===== config.mk =====
export PLATFORM = sky130hd
export DESIGN_NAME = tlil_queue
export DESIGN_NICKNAME = d
export VERILOG_FILES = /design/src/rtl/tlil_pkg.sv /design/src/rtl/tlil_queue.sv
export SDC_FILE = /design/constraint.sdc
export NUM_CORES = 1
export LEC_CHECK = 0
export BUFFER_PORTS_ARGS = -buffer_cell sky130_fd_sc_hd__buf_2
export CORE_AREA = 2 2 81 83
export CTS_CLUSTER_SIZE = 30
export DETAILED_ROUTE_END_ITERATION = 6
export DIE_AREA = 0 0 83 85
export GPL_TIMING_DRIVEN = 0
export HOLD_SLACK_MARGIN = 0.05
export PLACE_DENSITY_LB_ADDON = 0.12
export SLEW_MARGIN = 20
export SYNTH_ARGS = -nofsm -noshare
export SYNTH_HDL_FRONTEND = slang
export SYNTH_SLANG_ARGS = --single-unit

===== constraint.sdc =====
create_clock -name clk -period 2.4 [get_ports clk]
set_input_delay 0.48 -clock clk [delete_from_list [all_inputs] [get_ports clk]]
set_output_delay 0.48 -clock clk [all_outputs]
set_load 0.01 [all_outputs]

===== src/rtl/tlil_pkg.sv =====
// Package with the types, codes and constants of the text line index block.
package tlil_pkg;

    localparam int REQ_W    = 2;
    localparam int BYTE_W   = 8;
    localparam int QUERY_W  = 17;
    localparam int LINE_W   = 13;
    localparam int COL_W    = 17;
    localparam int STATUS_W = 2;

    localparam logic [REQ_W-1:0] REQ_APPEND = 2'd0;
    localparam logic [REQ_W-1:0] REQ_QUERY  = 2'd1;
    localparam logic [REQ_W-1:0] REQ_CLEAR  = 2'd2;
    localparam logic [REQ_W-1:0] REQ_UNUSED = 2'd3;

    localparam logic [STATUS_W-1:0] STATUS_OK       = 2'd0;
    localparam logic [STATUS_W-1:0] STATUS_RANGE    = 2'd1;
    localparam logic [STATUS_W-1:0] STATUS_OVERFLOW = 2'd2;
    localparam logic [STATUS_W-1:0] STATUS_UNUSED   = 2'd3;

    localparam logic [BYTE_W-1:0] CHAR_LF = 8'h0A;
    localparam logic [BYTE_W-1:0] CHAR_CR = 8'h0D;

    localparam int QUEUE_DEPTH = 4;
    localparam int QPTR_W      = 2;

    typedef enum logic [2:0] {
        OP_APPEND_LF,
        OP_APPEND_CR,
        OP_APPEND_OTHER,
        OP_QUERY,
        OP_CLEAR
    } op_t;

    typedef struct packed {
        op_t                op;
        logic [QUERY_W-1:0] offset;
    } cmd_t;

    typedef enum logic [1:0] {
        B_IDLE,
        B_READ,
        B_CMP,
        B_DONE
    } back_state_t;

endpackage


===== src/rtl/tlil_queue.sv =====
// Short command queue between the front end and the back end.
module tlil_queue (
    input  logic            clk,
    input  logic            rst_n,
    input  logic            push_valid,
    output logic            push_ready,
    input  tlil_pkg::cmd_t  push_cmd,
    output logic            pop_valid,
    input  logic            pop_ready,
    output tlil_pkg::cmd_t  pop_cmd
);
    import tlil_pkg::*;

    cmd_t              entry_reg [QUEUE_DEPTH];
    logic [QPTR_W-1:0] wr_ptr_reg;
    logic [QPTR_W-1:0] wr_ptr_next;
    logic [QPTR_W-1:0] rd_ptr_reg;
    logic [QPTR_W-1:0] rd_ptr_next;
    logic [QPTR_W:0]   fill_reg;
    logic [QPTR_W:0]   fill_next;
    logic              do_push;
    logic              do_pop;

    assign push_ready = (fill_reg != (QPTR_W+1)'(QUEUE_DEPTH));
    assign pop_valid  = (fill_reg != '0);
    assign pop_cmd    = entry_reg[rd_ptr_reg];
    assign do_push    = push_valid && push_ready;
    assign do_pop     = pop_valid && pop_ready;

    always_comb
    begin
        wr_ptr_next = do_push ? wr_ptr_reg + 1'b1 : wr_ptr_reg;
        rd_ptr_next = do_pop ? rd_ptr_reg + 1'b1 : rd_ptr_reg;
        fill_next   = fill_reg + (QPTR_W+1)'(do_push) - (QPTR_W+1)'(do_pop);
    end

    always_ff @(posedge clk or negedge rst_n)
    begin
        if (!rst_n)
        begin
            wr_ptr_reg <= '0;
            rd_ptr_reg <= '0;
            fill_reg   <= '0;
        end
        else
        begin
            wr_ptr_reg <= wr_ptr_next;
            rd_ptr_reg <= rd_ptr_next;
            fill_reg   <= fill_next;
        end
    end

    always_ff @(posedge clk)
    begin
        if (do_push)
        begin
            entry_reg[wr_ptr_reg] <= push_cmd;
        end
    end

endmodule


### Word level (Yosys, flattened, before mapping)

Memory sizes are Yosys's and may differ from the RTL's.
Index checks and enable logic that the tools add are counted.

| cells by class | value |
|---|---|
| eq/ne operators | 1 |
| muxes and demuxes | 2 |
| add/subtract/negate cells | 4 |
| reduce and logical (&&, ||, !) cells | 3 |

Operators with widths:

| cell | number |
|---|---|
| 2-bit by 1-bit adder with 2-bit output (second input constant) | 2 |
| 3-bit by 1-bit adder with 3-bit output | 1 |
| 3-bit != test (second input constant) | 1 |
| 3-bit nonzero test | 1 |
| 3-bit by 1-bit subtractor with 3-bit output | 1 |
| 1-bit logical AND | 2 |
| 1-bit two-way mux | 2 |

| storage, ports and cells | value |
|---|---|
| output and inout bits | 22 |
| memory bits (writable) | 80 |
| bits in registers | 7 |
| memories kept | 1 |
| word-level logic and storage cells | 14 |

Memory list:

| name | depth | bits a word | rd ports | clocked after Yosys merged registers in | write ports | line | source |
|---|---|---|---|---|---|---|---|
| entry_reg | 4 | 20 | 1 | 0 | 1 | tlil_queue.sv:14 | `cmd_t entry_reg [QUEUE_DEPTH];` |

### Longest topological paths before layout

Gate-level depths: netlist of the first run.

| logic depth | value |
|---|---|
| depth in word-level cells | 4 |
| depth in mapped cells | 9 |

### Least setup slack after synthesis of the first run

OpenSTA, ideal clock, no wires.

| path | value |
|---|---|
| path kind | register -> register |
| from | register fill_reg[1] |
| to | register fill_reg[2] |
| cell stages (with the launch flop) | 10 |
| data required time | 2.269 ns |
| path slack | 0.330 ns |
| library setup time | 0.131 ns |
| data arrival time | 1.939 ns |
| cell sequence | dfrtp_1 -> nor3b_4 -> nand2b_1 -> ha_1 -> inv_1 -> ha_1 -> inv_1 -> fa_1 -> xnor2_1 -> xnor2_1 |

| on the way | value |
|---|---|
| word-level cells in the longest chain between the ends | 4 |
| elaborated cells on any way between the ends | 6 |

RTL lines:

| what | line | source |
|---|---|---|
| start: declaration | tlil_queue.sv:19 | `logic [QPTR_W:0] fill_reg;` |
| start signal: assignment | tlil_queue.sv:49 | `fill_reg <= fill_next;` |
| 3-bit != test | tlil_queue.sv:24 | `assign push_ready = (fill_reg != (QPTR_W+1)'(QUEUE_DEPTH));` |
| 1-bit logical AND | tlil_queue.sv:27 | `assign do_push = push_valid && push_ready;` |
| 3-bit by 1-bit adder with 3-bit output | tlil_queue.sv:34 | `fill_next = fill_reg + (QPTR_W+1)'(do_push) - (QPTR_W+1)'(do_pop);` |
| 3-bit by 1-bit subtractor with 3-bit output * | tlil_queue.sv:34 |  |
| via fill_next[2] | tlil_queue.sv:20 | `logic [QPTR_W:0] fill_next;` |

Mark *: on every way through the listed nets, which the timed path passes. The rest lies on a longest branch.
A chain may end at the register's enable or synchronous reset.

### Worst setup path in the final report of the first run

Ends and elaborated chain as after synthesis.

==> impl_metrics.ini, run 1 <==
[finish]
layout_common_cells = 80 x edfxtp_1, 47 x buf_2, 18 x mux4_2
diodes = 0
final_common_cell = edfxtp_1
nets = 233
drive_gt1_share_pct = 41.5
largest_reg_flops = 80
fin_cells = 284
synthToLayoutAreaGrowth_pct = 16.4

[pwr]
p_leak_nw = 1.40
ir_drop_mv = 0.757
fin_total_pwr_mw = 4.70
power_density_mw_per_mm2 = 1200

[clocking]
clockBufferDepth = 2
cts_tree = yes
cts_htree_levels = 3
numClockSinks = 87
cts_buffers = 9
cts.repair.resized = 0
cts-root-buf = clkbuf_8
post_cts.repair.setup_buffers = 0
worstSkewPairLatency_ns = 0.35
clkTransAtPathRegs_ns = 0.09

[sta]
rsz0062_at_grt = no
worst_pin_slew_ns = 1.09
post-route-min-period_ns = 2.23
setup_viol_count_final = 0
tns_ns = 0
fin_skew_ns = 0.00569
finalMaxSlewViolations = 0
post-route-period-util_pct = 92.8
hold_viol = 0
relSlewSlack_pct = 27.6
fmax_ghz = 0.449
setup_ws_ns = 0.173

[synth]
synth_cells = 145
netlist_area_mm2 = 0.00336
synth_mux_area_share_pct = 13.6
synth_xor_area_share_pct = 1.04
synthSimpleGateAreaFrac_pct = 3.31
synth_top_family_by_area = multiplexers
ys_seq_area_share_pct = 76.6
syn_nets = 176
synth_cell_types = 20
synth_compound_area_share_pct = 0.967
syn_avg_cell_area_um2 = 23.2
synth-seq-cells = 87
yosysWarnings = 0
synth-adder-area-share_pct = 2.83

[run_status]
status = complete, no violations

[drt]
routed_wl_mm = 5.05
ant_nets = 0
drc = 0
via_per_inst = 5.51
drtIter0Drc = 91
wl_per_cell_um = 17.8
first_pass_iters = 4
num_vias = 1565

[critical_path]
cp_slowest_stage_delay_ns = 0.50
worstPathCellList = nor3b_4 -> nand2b_1 -> ha_1 -> inv_1 -> ha_1 -> inv_1 -> fa_1 -> xnor2_1 -> xnor2_1
worstPathRequired_ns = 2.63
crit_fanout = 8
cp_slowest_cell = dfrtp_1
r2r_slack_ns = 0.17
critPathLaunchType = flip-flop
path_class = flip-flop to flip-flop
end_kind = flip-flop
arrival_ns = 2.45

[place]
dp_cells = 267
dp_hpwl_mm = 3.19
dp_slack_ns = 0.150
place.port_buffers = 45
place.gp.congestion = 0.785

[floorplanning]
die_x_um = 83
rows = 29
design.die.area_mm2 = 0.00706
dieHeight_um = 85
ios = 46
core_mm2 = 0.00620
initial_core_util_pct = 54.2

[grt]
grt_pass1_vias = 1644
overflow = 0
grt_max_degree = 21
track_usage_pct = 15.9
antenna_found_initial = 0
grt_pass1_wl_mm = 8.21

[run]
maxCapViolCount = 0

[min_path]
hold_class = input pin to flip-flop
cell families after synthesis:
family | count (synthesis)
buf+inv | 10
compound gates | 4
mux | 20
simple gates | 13
xor+xnor | 4
fa+ha+maj | 7
flops | 87
synth_stat cells:
cell type,n,area share (%)
and3b_1,4,1.0
o311ai_1,1,0.26
mux4_2,18,12
fa_1,1,0.60
o31a_1,1,0.26
nand2_1,1,0.11
inv_1,6,0.67
or3_1,1,0.19
mux4_1,2,1.6
buf_6,2,0.67
ha_1,6,2.2
o211ai_1,2,0.45
edfxtp_1,80,71
xor2_1,1,0.26
dfrtp_1,7,5.2
nor3b_4,1,0.56
nand4bb_1,2,0.67
xnor2_1,3,0.78
nand2b_1,4,0.74
buf_2,2,0.30
worst paths after layout:
kind,from,to,cells past startpoint
min in group asynchronous,rst_n,rd_ptr_reg[0]$_DFFE_PN0P_,2
min,push_cmd[12],entry_reg[1][12]$_DFFE_PP_,1
max in group asynchronous,rst_n,rd_ptr_reg[1]$_DFFE_PN0P_,2
max reg2reg,fill_reg[1]$_DFF_PN0_,fill_reg[2]$_DFF_PN0_,9
max,fill_reg[1]$_DFF_PN0_,fill_reg[2]$_DFF_PN0_,9
min reg2reg,wr_ptr_reg[1]$_DFFE_PN0P_,wr_ptr_reg[1]$_DFFE_PN0P_,2
power breakdown:
group / internal [mW] / leakage, nW / switching [mW]
registers: 2.02 / 0.815 / 0.155
logic: 0.717 / 0.477 / 0.723
clock network: 0.589 / 0.110 / 0.496
timing repair:
action	CTS	global route
hold buffers	1	0
setup endpoints to repair	0	1
hold endpoints to repair	7	0
critical path: cells and delay by family, from the launching register on:
kind          cells  cell delay, ns
fa+ha+maj         3            0.72
flops             1            0.50
simple gates      2            0.50
xor+xnor          2            0.28
buf+inv           2            0.10
per-stage QoR:
step | hold WS (ns) | utilization, % | area (um^2)
after floorplan | 0.184 | - | 3360
after global placement | 0.316 | 59.4 | 3690
after detailed placement | 0.325 | 59.4 | 3690
after CTS | 0.320 | 63.1 | 3920
after global routing | 0.317 | 63.1 | 3920
final | 0.339 | 63.1 | 3920
metal layers:
metal | vias to the layer above | share of wire, % | GRT usage, % | wire (um)
li1 | 718 | - | - | -
met1 | 801 | 40 | 19.1 | 2040
met2 | 39 | 53 | 26.4 | 2660
met3 | 7 | 5.3 | 5.45 | 270
met4 | 0 | 1.4 | 7.15 | 72
met5 | - | 0 | 0 | 0
final cells by class:
class                           instances  area [um^2]
Multi-Input combinational cell         48          734
Inverter                                6         22.5
Timing Repair Buffer                   46          235
Fill cell                             444         2290
Tap cell                               77         96.3
Clock buffer                            9          124
Clock inverter                          7         95.1
Sequential cell                        87         2580
Buffer                                  4         32.5
(Power assumes the default switching activity.)
==> run 2: changes to the inputs <==
BUFFER_PORTS_ARGS = -buffer_cell sky130_fd_sc_hd__clkbuf_2   (was -buffer_cell sky130_fd_sc_hd__buf_2)
PLACE_DENSITY = 0.76   (was unset)
PLACE_DENSITY_LB_ADDON = unset   (was 0.12)
==> run 2 against run 1 <==
Against the previous run:
- worst setup slack better by 0.071 ns
- routed wire length rose by 2.0%
- critical path depth is 6 lower
- via count fell by 1.2%
- cell area decreased by 0.61%
- cell count is 0.35% higher
- worst hold slack gained 0.012 ns
==> impl_metrics.ini, run 2 (synthesis results as in run 1) <==
[critical_path]
worstPathRequired_ns = 1.92
path_class = flip-flop to output port
arrival_ns = 1.68
reg2reg_depth = 8
cp_slowest_cell = mux4_2
crit_fanout = 10
critPathLaunchType = flip-flop
cp_slowest_stage_delay_ns = 0.53
worstPathCellList = buf_6 -> mux4_2 -> clkbuf_2
cp_top_family = multiplexers
path_depth = 3
cp.buffers_inverters = 2
end_kind = output port

[grt]
antenna_found_initial = 0
grt_pass1_vias = 1715
overflow = 0
track_usage_pct = 16.2
grt_pass1_wl_mm = 8.38
grt_max_degree = 21

[clocking]
cts_tree = yes
worstSkewPairLatency_ns = 0.34
cts_buffers = 9
clockBufferDepth = 2
cts-root-buf = clkbuf_8
clkTransAtPathRegs_ns = 0.08
numClockSinks = 87
cts.repair.resized = 0
cts_htree_levels = 3

[finish]
fillers = 424
largest_reg_flops = 80
drive_gt1_share_pct = 39.9
diodes = 0
layout_common_cells = 80 x edfxtp_1, 45 x clkbuf_2, 18 x mux4_2
multi_input_area_um2 = 732
regArea_mm2 = 0.00258
fin_cells = 285
synthToLayoutAreaGrowth_pct = 15.7
nets = 234
final_common_cell = edfxtp_1

[floorplanning]
die_x_um = 83
rows = 29
ios = 46
core_mm2 = 0.00620
design.die.area_mm2 = 0.00706
initial_core_util_pct = 54.2
dieHeight_um = 85

[sta]
post-route-min-period_ns = 2.16
worst_pin_slew_ns = 1.03
rsz0062_at_grt = no
setup_ws_ns = 0.244
hold_viol = 0
relSlewSlack_pct = 31.2
tns_ns = 0
setup_viol_count_final = 0
fmax_ghz = 0.464
fin_skew_ns = 0.00568
post-route-period-util_pct = 89.8
finalMaxSlewViolations = 0

[drt]
via_per_inst = 5.42
ant_nets = 0
num_vias = 1546
routed_wl_mm = 5.15
drc = 0
first_pass_iters = 4
drtIter0Drc = 66
wl_per_cell_um = 18.1

[pwr]
power_frac_clock_pct = 21.0
p_sw_mw = 1.35
power_density_mw_per_mm2 = 1180
power.internal_mw = 3.25
p_leak_nw = 1.41
swShare_pct = 29.4
seqPwrFrac_pct = 47.4
combPwrFrac_pct = 31.6
ir_drop_mv = 0.634

[place]
dp_cells = 267
dp_slack_ns = 0.154
dp_hpwl_mm = 3.43
place.gp.congestion = 0.697
place.port_buffers = 45

[min_path]
hold_class = input pin to flip-flop
whs_path_depth = 1

[run_status]
status = complete, no violations

[run]
maxCapViolCount = 0
-- run 2: changes by cell type in the layout (fill, tap and decap cells not counted), sizes merged --
cell,before,now
bufinv,2,1
inv,8,6
clkbuf,9,57
buf,49,5
clkinvlp,1,0
clkinv,2,3
-- run 2: worst paths after layout --
check / startpoint / to / slack (ns)
min reg2reg: wr_ptr_reg[1]$_DFFE_PN0P_ / wr_ptr_reg[1]$_DFFE_PN0P_ / 0.62
min in group asynchronous: rst_n / fill_reg[0]$_DFF_PN0_ / 0.50
min: push_cmd[3] / entry_reg[1][3]$_DFFE_PP_ / 0.35
max reg2reg: fill_reg[1]$_DFF_PN0_ / fill_reg[2]$_DFF_PN0_ / 0.25
max: rd_ptr_reg[0]$_DFFE_PN0P_ / pop_cmd[5] / 0.24
max in group asynchronous: rst_n / rd_ptr_reg[0]$_DFFE_PN0P_ / 1.72
-- run 2: power groups by stage --
stage          clock (mW)  combinational (mW)  sequential, mW
2_1_floorplan           0                1.02            2.16
3_3_place_gp            0                1.42            2.19
3_5_place_dp            0                1.48            2.22
4_1_cts             0.991                1.48            2.18
5_1_grt              1.06                1.60            2.22
6_report            0.967                1.45            2.18
-- run 2: final cells by class --
cell class              instances  share of cell area (%)
well taps                      77                    2.47
multi-input cells              48                    18.8
flip-flops and latches         87                    66.2
plain buffers                   4                   0.835
clock inverters                 4                    1.16
inverters                       6                   0.578
repair buffers                 47                    6.23
clock buffers                  12                    3.73
-- run 2: metrics by stage --
step / total power, mW / util [%] / hold WS (ns) / area (um^2)
after floorplan: 3.19 / - / 0.184 / 3360
after global placement: 3.61 / 59.4 / 0.320 / 3690
after detailed placement: 3.70 / 59.4 / 0.335 / 3690
after CTS: 4.66 / 62.6 / 0.330 / 3890
after global routing: 4.88 / 62.8 / 0.329 / 3890
final: 4.60 / 62.8 / 0.351 / 3890
-- run 2: timing repair --
item                                   CTS  global route
hold buffers                             1             0
setup endpoints to repair                0             1
endpoints found under the hold margin    7             0
buffers inserted                         0             1
-- run 2: metal layers --
metal / GRT usage (%) / up-vias / part of all wire [%]
li1: - / 716 / -
met5: 0 / - / 0
met2: 27.3 / 36 / 54
met1: 19.4 / 787 / 40
met4: 7.45 / 0 / 1.6
met3: 4.96 / 7 / 4.6
==> run 3: changes to the inputs <==
BUFFER_PORTS_ARGS = unset   (was -buffer_cell sky130_fd_sc_hd__clkbuf_2)
CORE_AREA = 2 2 78 80   (was 2 2 81 83)
DIE_AREA = 0 0 80 82   (was 0 0 83 85)
DONT_BUFFER_PORTS = 1   (was unset)
PLACE_DENSITY = 0.75   (was 0.76)
==> run 3 against run 2 <==
Against the previous run:
- cell count fell by 16%
- clock skew rose by 0.0016 ns
- cell area fell by 5.1%
- critical path depth up 5
- power fell by 2.0%
- worst hold slack worse by 0.12 ns
- first-iteration DRC count rose by 50%
- largest cell class unchanged
- largest power group unchanged
==> impl_metrics.ini, run 3 (synthesis results as in run 1) <==
[drt]
routed_wl_mm = 5.29
drtIter0Drc = 99
via_per_inst = 5.87
ant_nets = 0
drc = 0
wl_per_cell_um = 22.2
num_vias = 1397
first_pass_iters = 4

[pwr]
fin_total_pwr_mw = 4.51
ir_drop_mv = 0.711
p_leak_nw = 1.24
power_density_mw_per_mm2 = 1220

[floorplanning]
initial_core_util_pct = 58.6
design.die.area_mm2 = 0.00656
ios = 46
dieHeight_um = 82
rows = 28
die_x_um = 80
core_mm2 = 0.00575

[finish]
fillers = 389
drive_gt1_share_pct = 24.5
nets = 189
stdcell_area_mm2 = 0.00370
diodes = 0
layout_common_cells = 80 x edfxtp_1, 18 x mux4_2, 9 x clkbuf_8
final_common_cell = edfxtp_1
largest_reg_flops = 80
fin_cells = 238
synthToLayoutAreaGrowth_pct = 9.85

[clocking]
numClockSinks = 87
cts_buffers = 9
worstSkewPairLatency_ns = 0.34
cts_tree = yes
cts_htree_levels = 3
clockBufferDepth = 2
clkTransAtPathRegs_ns = 0.09
cts-root-buf = clkbuf_8

[grt]
overflow = 0
grt_pass1_vias = 1575
grt_pass1_wl_mm = 8.41
track_usage_pct = 18.3
grt_max_degree = 21
antenna_found_initial = 0

[sta]
rsz0062_at_grt = no
setup_ws_ns = 0.226
post-route-period-util_pct = 90.6
setup_viol_count_final = 0
fin_skew_ns = 0.00733
post-route-min-period_ns = 2.17
tns_ns = 0
hold_viol = 0
relSlewSlack_pct = 31.0
worst_pin_slew_ns = 1.04
fmax_ghz = 0.460
finalMaxSlewViolations = 0

[critical_path]
arrival_ns = 2.39
critPathLaunchType = flip-flop
crit_fanout = 8
cp_top_family = adder cells
worstPathRequired_ns = 2.62
worstPathCellList = o31a_1 -> ha_1 -> inv_1 -> ha_1 -> inv_1 -> fa_1 -> xnor2_1 -> xnor2_1
end_kind = flip-flop
cp_slowest_stage_delay_ns = 0.51
cp_slowest_cell = dfrtp_1
path_class = flip-flop to flip-flop
cp.buffers_inverters = 2

[min_path]
hold_class = input pin to flip-flop

[place]
dp_hpwl_mm = 3.42
place.port_buffers = 0
dp_slack_ns = 0.131
dpl_cell_area_mm2 = 0.00346
place.gp.congestion = 0.741
dp_cells = 220

[run]
maxCapViolCount = 0

[run_status]
status = complete, no violations
run 3: worst paths after layout:
path                                           start                          to  slack (ns)  cells after the start
setup / recovery               fill_reg[1]$_DFF_PN0_       fill_reg[2]$_DFF_PN0_        0.23                      8
hold / removal                          push_cmd[16]  entry_reg[0][16]$_DFFE_PP_        0.23                      0
setup reg to reg               fill_reg[1]$_DFF_PN0_       fill_reg[2]$_DFF_PN0_        0.23                      8
hold reg to reg            wr_ptr_reg[1]$_DFFE_PN0P_   wr_ptr_reg[1]$_DFFE_PN0P_        0.63                      2
max in group asynchronous                      rst_n   rd_ptr_reg[0]$_DFFE_PN0P_        1.68                      1
min in group asynchronous                      rst_n       fill_reg[2]$_DFF_PN0_        0.47                      1
run 3: cell type report:
cell class | instances | area (um^2) | area share, %
plain buffers | 4 | 32.5 | 0.880
clock buffers | 9 | 124 | 3.35
clock inverters | 7 | 96.3 | 2.61
inverters | 6 | 22.5 | 0.609
multi-input cells | 48 | 732 | 19.8
flip-flops and latches | 87 | 2580 | 69.7
well taps | 75 | 93.8 | 2.54
repair buffers | 2 | 17.5 | 0.474
run 3: routing by layer:
| metal | GRT usage (%) | vias up | part of all wire [%] | wire length, um |
|---|---|---|---|---|
| met5 | 0 | - | 0 | 0 |
| met2 | 31.5 | 45 | 56 | 2940 |
| met1 | 21.4 | 722 | 37 | 1960 |
| met3 | 5.27 | 8 | 5.8 | 307 |
| met4 | 8.64 | 0 | 1.7 | 88 |
| li1 | - | 622 | - | - |
run 3: repair_timing:
action / 4_1_cts / 5_1_grt
buffers inserted: 0 / 1
endpoints found under the hold margin: 7 / 0
resized for setup: 0 / 0
hold buffers: 1 / 0
endpoints found under the setup margin: 0 / 1
run 3: power by group:
group	leakage (nW)	internal [mW]	switching [mW]	total, mW
registers	0.815	2.02	0.169	2.19
logic	0.309	0.563	0.667	1.23
clock network	0.114	0.589	0.497	1.09
total	1.24	3.18	1.33	4.51
run 3: stage by stage:
stage | hold WS (ns) | utilization, %
finish | 0.227 | 64.3
global route | 0.209 | 64.3
CTS | 0.213 | 64.2
detailed placement | 0.185 | 60.2
global placement | 0.185 | 60.2
floorplan | 0.184 | -
